--- src/design/mtu_pkg.sv ---
`timescale 1ns / 1ps
`default_nettype none

package mtu_pkg;

    localparam int FRAC_BITS  = 16;
    localparam int ELEM_WIDTH = 32;
    localparam int OUT_WIDTH  = 32;

    typedef enum logic [2:0] {
        CMD_LOAD_CUR = 3'd0,
        CMD_LOAD_OP  = 3'd1,
        CMD_IDENT    = 3'd2,
        CMD_MUL      = 3'd3,
        CMD_ADD      = 3'd4,
        CMD_XFORM    = 3'd5,
        CMD_RSVD6    = 3'd6,
        CMD_RSVD7    = 3'd7
    } t_cmd;

    typedef enum logic [2:0] {
        OP_NOP,
        OP_MAC,
        OP_ADD,
        OP_LOAD,
        OP_IDENT,
        OP_COMMIT
    } t_op;

    typedef enum logic [1:0] {
        ST_IDLE,
        ST_FEED,
        ST_WAIT,
        ST_DONE
    } t_state;

    typedef struct packed {
        t_op        op;
        logic [1:0] k;
        logic [1:0] j;
        logic [1:0] row;
        logic       last;
    } t_ctl;

    typedef struct packed {
        logic res_valid;
        logic ovf;
        logic done;
    } t_stat;

endpackage

`default_nettype wire

--- src/design/mtu_cell.sv ---
`timescale 1ns / 1ps
`default_nettype none

module mtu_cell #(
    parameter int       ELEM_WIDTH = mtu_pkg::ELEM_WIDTH,
    parameter int       FRAC_BITS  = mtu_pkg::FRAC_BITS,
    parameter int       BUS_WIDTH  = 32,
    parameter bit [1:0] IDX        = 2'd0
) (
    input  wire                              i_clk,
    input  wire                              i_rst_n,
    input  wire mtu_pkg::t_ctl               i_ctl,
    input  wire logic signed [BUS_WIDTH-1:0] i_bv [4],
    output mtu_pkg::t_ctl                    o_ctl,
    output logic signed [BUS_WIDTH-1:0]      o_bv [4],
    output mtu_pkg::t_stat                   o_stat,
    output logic signed [ELEM_WIDTH-1:0]     o_res
);

    localparam int PW = ELEM_WIDTH + BUS_WIDTH;
    localparam int AW = PW + 2;
    localparam logic [ELEM_WIDTH-1:0] ONE_VAL = (FRAC_BITS < ELEM_WIDTH - 1) ?
        (ELEM_WIDTH'(1) << FRAC_BITS) : {1'b0, {(ELEM_WIDTH-1){1'b1}}};
    localparam logic [ELEM_WIDTH-1:0] MAX_VAL = {1'b0, {(ELEM_WIDTH-1){1'b1}}};
    localparam logic [ELEM_WIDTH-1:0] MIN_VAL = {1'b1, {(ELEM_WIDTH-1){1'b0}}};

    logic signed [ELEM_WIDTH-1:0] r_row [4];
    logic signed [ELEM_WIDTH-1:0] r_tmp [4];
    mtu_pkg::t_ctl                r_ctl;
    logic signed [BUS_WIDTH-1:0]  r_bv [4];
    logic signed [PW-1:0]         r_s1;
    logic signed [PW-1:0]         n_s1;
    logic signed [AW-1:0]         r_acc;
    logic signed [AW-1:0]         n_acc;
    logic signed [AW-1:0]         w_sh;
    logic                         w_mac_ovf;
    logic signed [ELEM_WIDTH-1:0] w_mac_res;
    logic [ELEM_WIDTH:0]          w_sum;
    logic                         w_add_ovf;
    logic signed [ELEM_WIDTH-1:0] w_add_res;
    mtu_pkg::t_stat               r_stat;
    mtu_pkg::t_stat               n_stat;
    logic signed [ELEM_WIDTH-1:0] r_res;

    assign o_ctl  = r_ctl;
    assign o_bv   = r_bv;
    assign o_stat = r_stat;
    assign o_res  = r_res;

    // stage 1: multiply or add against this row, else pass the operand through
    always_comb begin
        case (i_ctl.op)
            mtu_pkg::OP_MAC: n_s1 = r_row[i_ctl.k] * i_bv[IDX];
            mtu_pkg::OP_ADD: n_s1 = PW'(r_row[i_ctl.k]) + PW'(i_bv[IDX]);
            default:         n_s1 = PW'(i_bv[IDX]);
        endcase
    end

    // stage 2: accumulate, shift, saturate
    always_comb begin
        n_acc     = ((r_ctl.k == 2'd0) ? AW'(0) : r_acc) + AW'(r_s1);
        w_sh      = n_acc >>> FRAC_BITS;
        w_mac_ovf = !((&w_sh[AW-1:ELEM_WIDTH-1]) || (~|w_sh[AW-1:ELEM_WIDTH-1]));
        w_mac_res = w_mac_ovf ? (w_sh[AW-1] ? MIN_VAL : MAX_VAL) : w_sh[ELEM_WIDTH-1:0];
        w_sum     = r_s1[ELEM_WIDTH:0];
        w_add_ovf = w_sum[ELEM_WIDTH] ^ w_sum[ELEM_WIDTH-1];
        w_add_res = w_add_ovf ? (w_sum[ELEM_WIDTH] ? MIN_VAL : MAX_VAL)
                              : w_sum[ELEM_WIDTH-1:0];
    end

    always_comb begin
        n_stat      = '0;
        n_stat.done = r_ctl.last;
        case (r_ctl.op)
            mtu_pkg::OP_MAC: begin
                if (r_ctl.k == 2'd3) begin
                    n_stat.res_valid = 1'b1;
                    n_stat.ovf       = w_mac_ovf;
                end
            end
            mtu_pkg::OP_ADD: n_stat.ovf = w_add_ovf;
            default:         n_stat.ovf = 1'b0;
        endcase
    end

    always_ff @(posedge i_clk) begin
        if (!i_rst_n) begin
            r_ctl  <= '0;
            r_stat <= '0;
            for (int c = 0; c < 4; c++) begin
                r_row[c] <= (c == int'(IDX)) ? ONE_VAL : '0;
            end
        end else begin
            r_ctl  <= i_ctl;
            r_stat <= n_stat;
            case (r_ctl.op)
                mtu_pkg::OP_LOAD: begin
                    if (r_ctl.row == IDX) begin
                        r_row[r_ctl.k] <= r_s1[ELEM_WIDTH-1:0];
                    end
                end
                mtu_pkg::OP_IDENT: begin
                    for (int c = 0; c < 4; c++) begin
                        r_row[c] <= (c == int'(IDX)) ? ONE_VAL : '0;
                    end
                end
                mtu_pkg::OP_COMMIT: r_row <= r_tmp;
                default: ;
            endcase
        end
    end

    always_ff @(posedge i_clk) begin
        r_bv <= i_bv;
        r_s1 <= n_s1;
        case (r_ctl.op)
            mtu_pkg::OP_MAC: begin
                r_acc <= n_acc;
                if (r_ctl.k == 2'd3) begin
                    r_tmp[r_ctl.j] <= w_mac_res;
                    r_res          <= w_mac_res;
                end
            end
            mtu_pkg::OP_ADD: r_tmp[r_ctl.k] <= w_add_res;
            default: ;
        endcase
    end

endmodule

`default_nettype wire

--- config.mk ---
export PLATFORM = sky130hd
export DESIGN_NAME = mtu_cell
export DESIGN_NICKNAME = d
export VERILOG_FILES = /design/src/design/mtu_pkg.sv /design/src/design/mtu_cell.sv
export SDC_FILE = /design/constraint.sdc
export NUM_CORES = 2
export LEC_CHECK = 0
export BUFFER_PORTS_ARGS = -buffer_cell sky130_fd_sc_hd__buf_2
export CORE_AREA = 2 2 359 361
export DETAILED_ROUTE_END_ITERATION = 16
export DIE_AREA = 0 0 361 363
export GPL_TIMING_DRIVEN = 0
export PLACE_DENSITY = 0.67
export SLEW_MARGIN = 20
export SYNTH_ARGS = -nofsm -noshare
export SYNTH_HDL_FRONTEND = slang
export SYNTH_SLANG_ARGS = --single-unit
--- constraint.sdc ---
create_clock -name i_clk -period 25 [get_ports i_clk]
set_input_delay 2.5 -clock i_clk [delete_from_list [all_inputs] [get_ports i_clk]]
set_output_delay 2.5 -clock i_clk [all_outputs]
set_load 0.005 [all_outputs]
==> results.md <==
Status:
- The run finished with clean final reports.

Critical path:
- The cell with the biggest individual delay on the critical path is sky130_fd_sc_hd__buf_1.
- The worst register-to-register path ends at r_s1[46].
- The setup path with the least slack is of type primary input to register.
- The data arrival at the endpoint of the critical path is 14190 ps.
- The type of destination of the critical path is a register.
- In this run the worst setup path terminates at r_s1[46].
- In this run the worst setup path begins at i_ctl[5].
- For the worst flop-to-flop path, the logic depth is 26.
- The most numerous cell type found on the critical path is sky130_fd_sc_hd__fa_1.
- The type of origin of the critical path is a primary input.
- The endpoint required time on the critical path is 25510 ps.
- The origin of the critical flop-to-flop path is r_row[42].
- Setup slack on the worst reg-to-reg path comes out at 14150 ps.
- The largest driver fanout on the critical path is 10.
- The delay of the slowest critical-path stage is 860 ps.

Clock network:
- The clock insertion delay at the later pin of the skew report is 720 ps.
- The clock sink total is between 500 and 600.
- Post-CTS repair changed the size of 0 cells.
- The post-CTS clock slew at the launch and capture registers of the worst setup and hold paths is about 60 ps.
- Buffers inserted during clock tree synthesis total 61.
- The buffers inserted during post-CTS setup optimization is 0.
- After clock tree synthesis, the flow added hold-fix buffers numbering 0.
- The TritonCTS clock tree is built.
- In this run the deepest clock path goes through 3 buffers.
- The CTS root buffer is sky130_fd_sc_hd__clkbuf_16.
- The H-tree was split into 2 levels.

Yosys:
- The number of library cell types mapped by synthesis is 83.
- In this run, synthesis inferred 226 flip-flops with an integrated enable.
- The most numerous cell in the Yosys netlist is sky130_fd_sc_hd__fa_1.
- The most used flip-flop cell after synthesis is sky130_fd_sc_hd__dfxtp_1.
- The share of async-settable or async-resettable flops after synthesis is 0%.
- The proportion of synthesized chip area in sequential cells is 21.2%.
- Sorting the synthesized cells by area gives the leading types as sky130_fd_sc_hd__fa_1 34%, sky130_fd_sc_hd__edfxtp_1 11%, sky130_fd_sc_hd__dfxtp_1 11%.
- Synthesis produced a netlist whose cell count is 6422.
- The Yosys step of the flow raised 0 warnings.
- The mean instance size in the synthesized netlist is ~9.9 sq um.
- The net count after synthesis is 7930.
- In this run, synthesis produced a sequential element count of around 560.
- The cell type with the highest aggregate area in the netlist is sky130_fd_sc_hd__fa_1.
- The area share of the largest cell type after synthesis is 34.3%.
- Ranked by instance count, the synthesized netlist is headed by 1084 x sky130_fd_sc_hd__fa_1, 1024 x sky130_fd_sc_hd__inv_1, 737 x sky130_fd_sc_hd__nand2_1.
- The cell area that synthesis handed to floorplanning was 63300 sq um.

Global route:
- The wire length of the first global-routing pass is 339000 um.
- The initial antenna violation count is 13.
- The number of global-route vias before repair was 51700.
- Across every metal layer, demand over resource in global routing totals around 35%.
- The maximum number of pins on one net before global-route repair is 35.
- The total overflow reported by the global router is 0.

Placement:
- The post-detailed-placement half-perimeter wirelength is 191000 um.
- Port buffering added a little over 300 buffers.
- The routability congestion estimate from global placement is 1.04.

STA:
- Setup violations remaining at the end of the flow were counted as 0.
- The worst slew slack as a fraction of its limit is 15.8%.
- Adding up every negative setup slack in the final design gives 0 ps.
- Dividing the final minimum period by the clock period gives 54.7%.
- The transition time at the pin with the least slew margin is between 1000 and 1500 ps.
- The setup skew after layout is ~87 ps.
- The final count of hold timing violations came to 0.
- The upper clock frequency limit is roughly 0.073 GHz.
- The number of max-slew violations in the final report is 0.
- The time the worst path needs with I/O delays and setup is 13680 ps.
- Setup repair after global routing left no endpoint under its margin.

Die:
- The number of rows in the core area is 131.
- The number of ports placed on the die boundary is 313.
- The area of the core region is 127000 sq um.
- The initial cell density of the core is 49.9%.
- Measured along the y axis, the die boundary spans roughly 360 um.
- The die area is 131000 sq um.
- In this run the horizontal extent of the chip is 361 um.

Hold path:
- The min-delay analysis places its worst path in the category register to register.
- Counting instances, the worst hold path has a depth of 1.

Routing:
- The final wirelength is 229000 um.
- The remaining design rule violation count is 0.
- In the final routed layout, each cell accounts on average for 26.9 um.
- After the first detailed-routing iteration, the DRC count stood at 4833.
- For this block, the via count after detailed routing is 49800.
- The number of optimization iterations in the first detailed-route pass is 7.
- Once detail routing completed, the nets flagged for antenna violations numbered 0.
- Using the TritonRoute via totals, the vias-per-cell ratio works out to slightly below 6.

Cells and area:
- The fraction of layout instances using a drive strength above 1 is 9.37%.
- The post-synthesis to final-layout area growth is 9.38%.
- After filler insertion, the fill cell instance count of the layout stands at 11500.
- The final layout net count is 8316.

Job:
- The max-cap check violation count is 0.
## critical path: cells and delay by family
kind | cells | cell delay [ps]
AOI/OAI and AO/OA | 8 | 3220
xor gates and xnor gates | 1 | 320
adders and majority gates | 10 | 4840
buffers and inverters | 6 | 2230
muxes | 1 | 700
and+or+nand+nor | 2 | 360
## cell usage in the layout (no fill, tap or decap), drive strengths merged, types with 153 or more instances in the layout
cell	count
ha	284
clkbuf	454
and2	596
o21ai	189
edfxtp	226
fa	1084
inv	1028
a21oi	153
buf	355
nand2	737
dfxtp	333
## how the worst min path moves through the flow
stage | startpoint | to
final | o_ctl[0] | o_stat[0]
after global routing | r_row[21] | r_row[21]
after CTS | o_ctl[0] | o_stat[0]
after detailed placement | o_ctl[0] | o_stat[0]
after global placement | o_ctl[0] | o_stat[0]
after floorplan | o_ctl[0] | o_stat[0]
## final cells by class
cell class,instances,area [sq um],area share [%]
Timing Repair Buffer,323,1760,2.53
Multi-Input combinational cell,4438,44500,64.2
Antenna cell,6,15.0,0.0217
Clock buffer,85,1680,2.42
Clock inverter,29,364,0.526
Sequential cell,559,13500,19.4
Tap cell,1662,2080,3.00
Buffer,401,1590,2.30
Inverter,1024,3840,5.55
## logic make-up after synthesis
logic type      Yosys count  synth area share [%]
compound gates         1023                  11.9
mux                      70                  1.74
buf+inv                1425                  8.58
fa+ha+maj              1368                  39.9
xor+xnor                145                  2.01
flops                   559                  21.2
simple gates           1832                  14.7
## layer usage
metal / share of wire (%) / GRT usage [%]
met5: 0.040 / 0
met3: 9.7 / 7.33
met4: 5.7 / 17.1
met1: 40 / 46.7
met2: 45 / 55.9
## registers in the layout, indices dropped and copies added (netlist names)
register,count
o_bv,128
o_ctl,10
o_res,32
o_stat,3
r_acc,66
r_row,128
r_s1,64
r_tmp,128
## stage by stage
step                utilization [%]  hold slack (ps)  instance area [sq um]  cells  setup WS, ps
floorplan                         -              459                  63300   6422         14150
global placement               52.7              463                  67000   8393          8670
detailed placement             52.9              468                  67200   8407         10990
CTS                            54.5              481                  69200   8521         11520
global route                   54.5              508                  69300   8521         11180
finish                         54.5              479                  69300   8527         11320
Power is not shown: default switching activity piles up to over one toggle a cycle in this logic, so the estimate is an artifact.
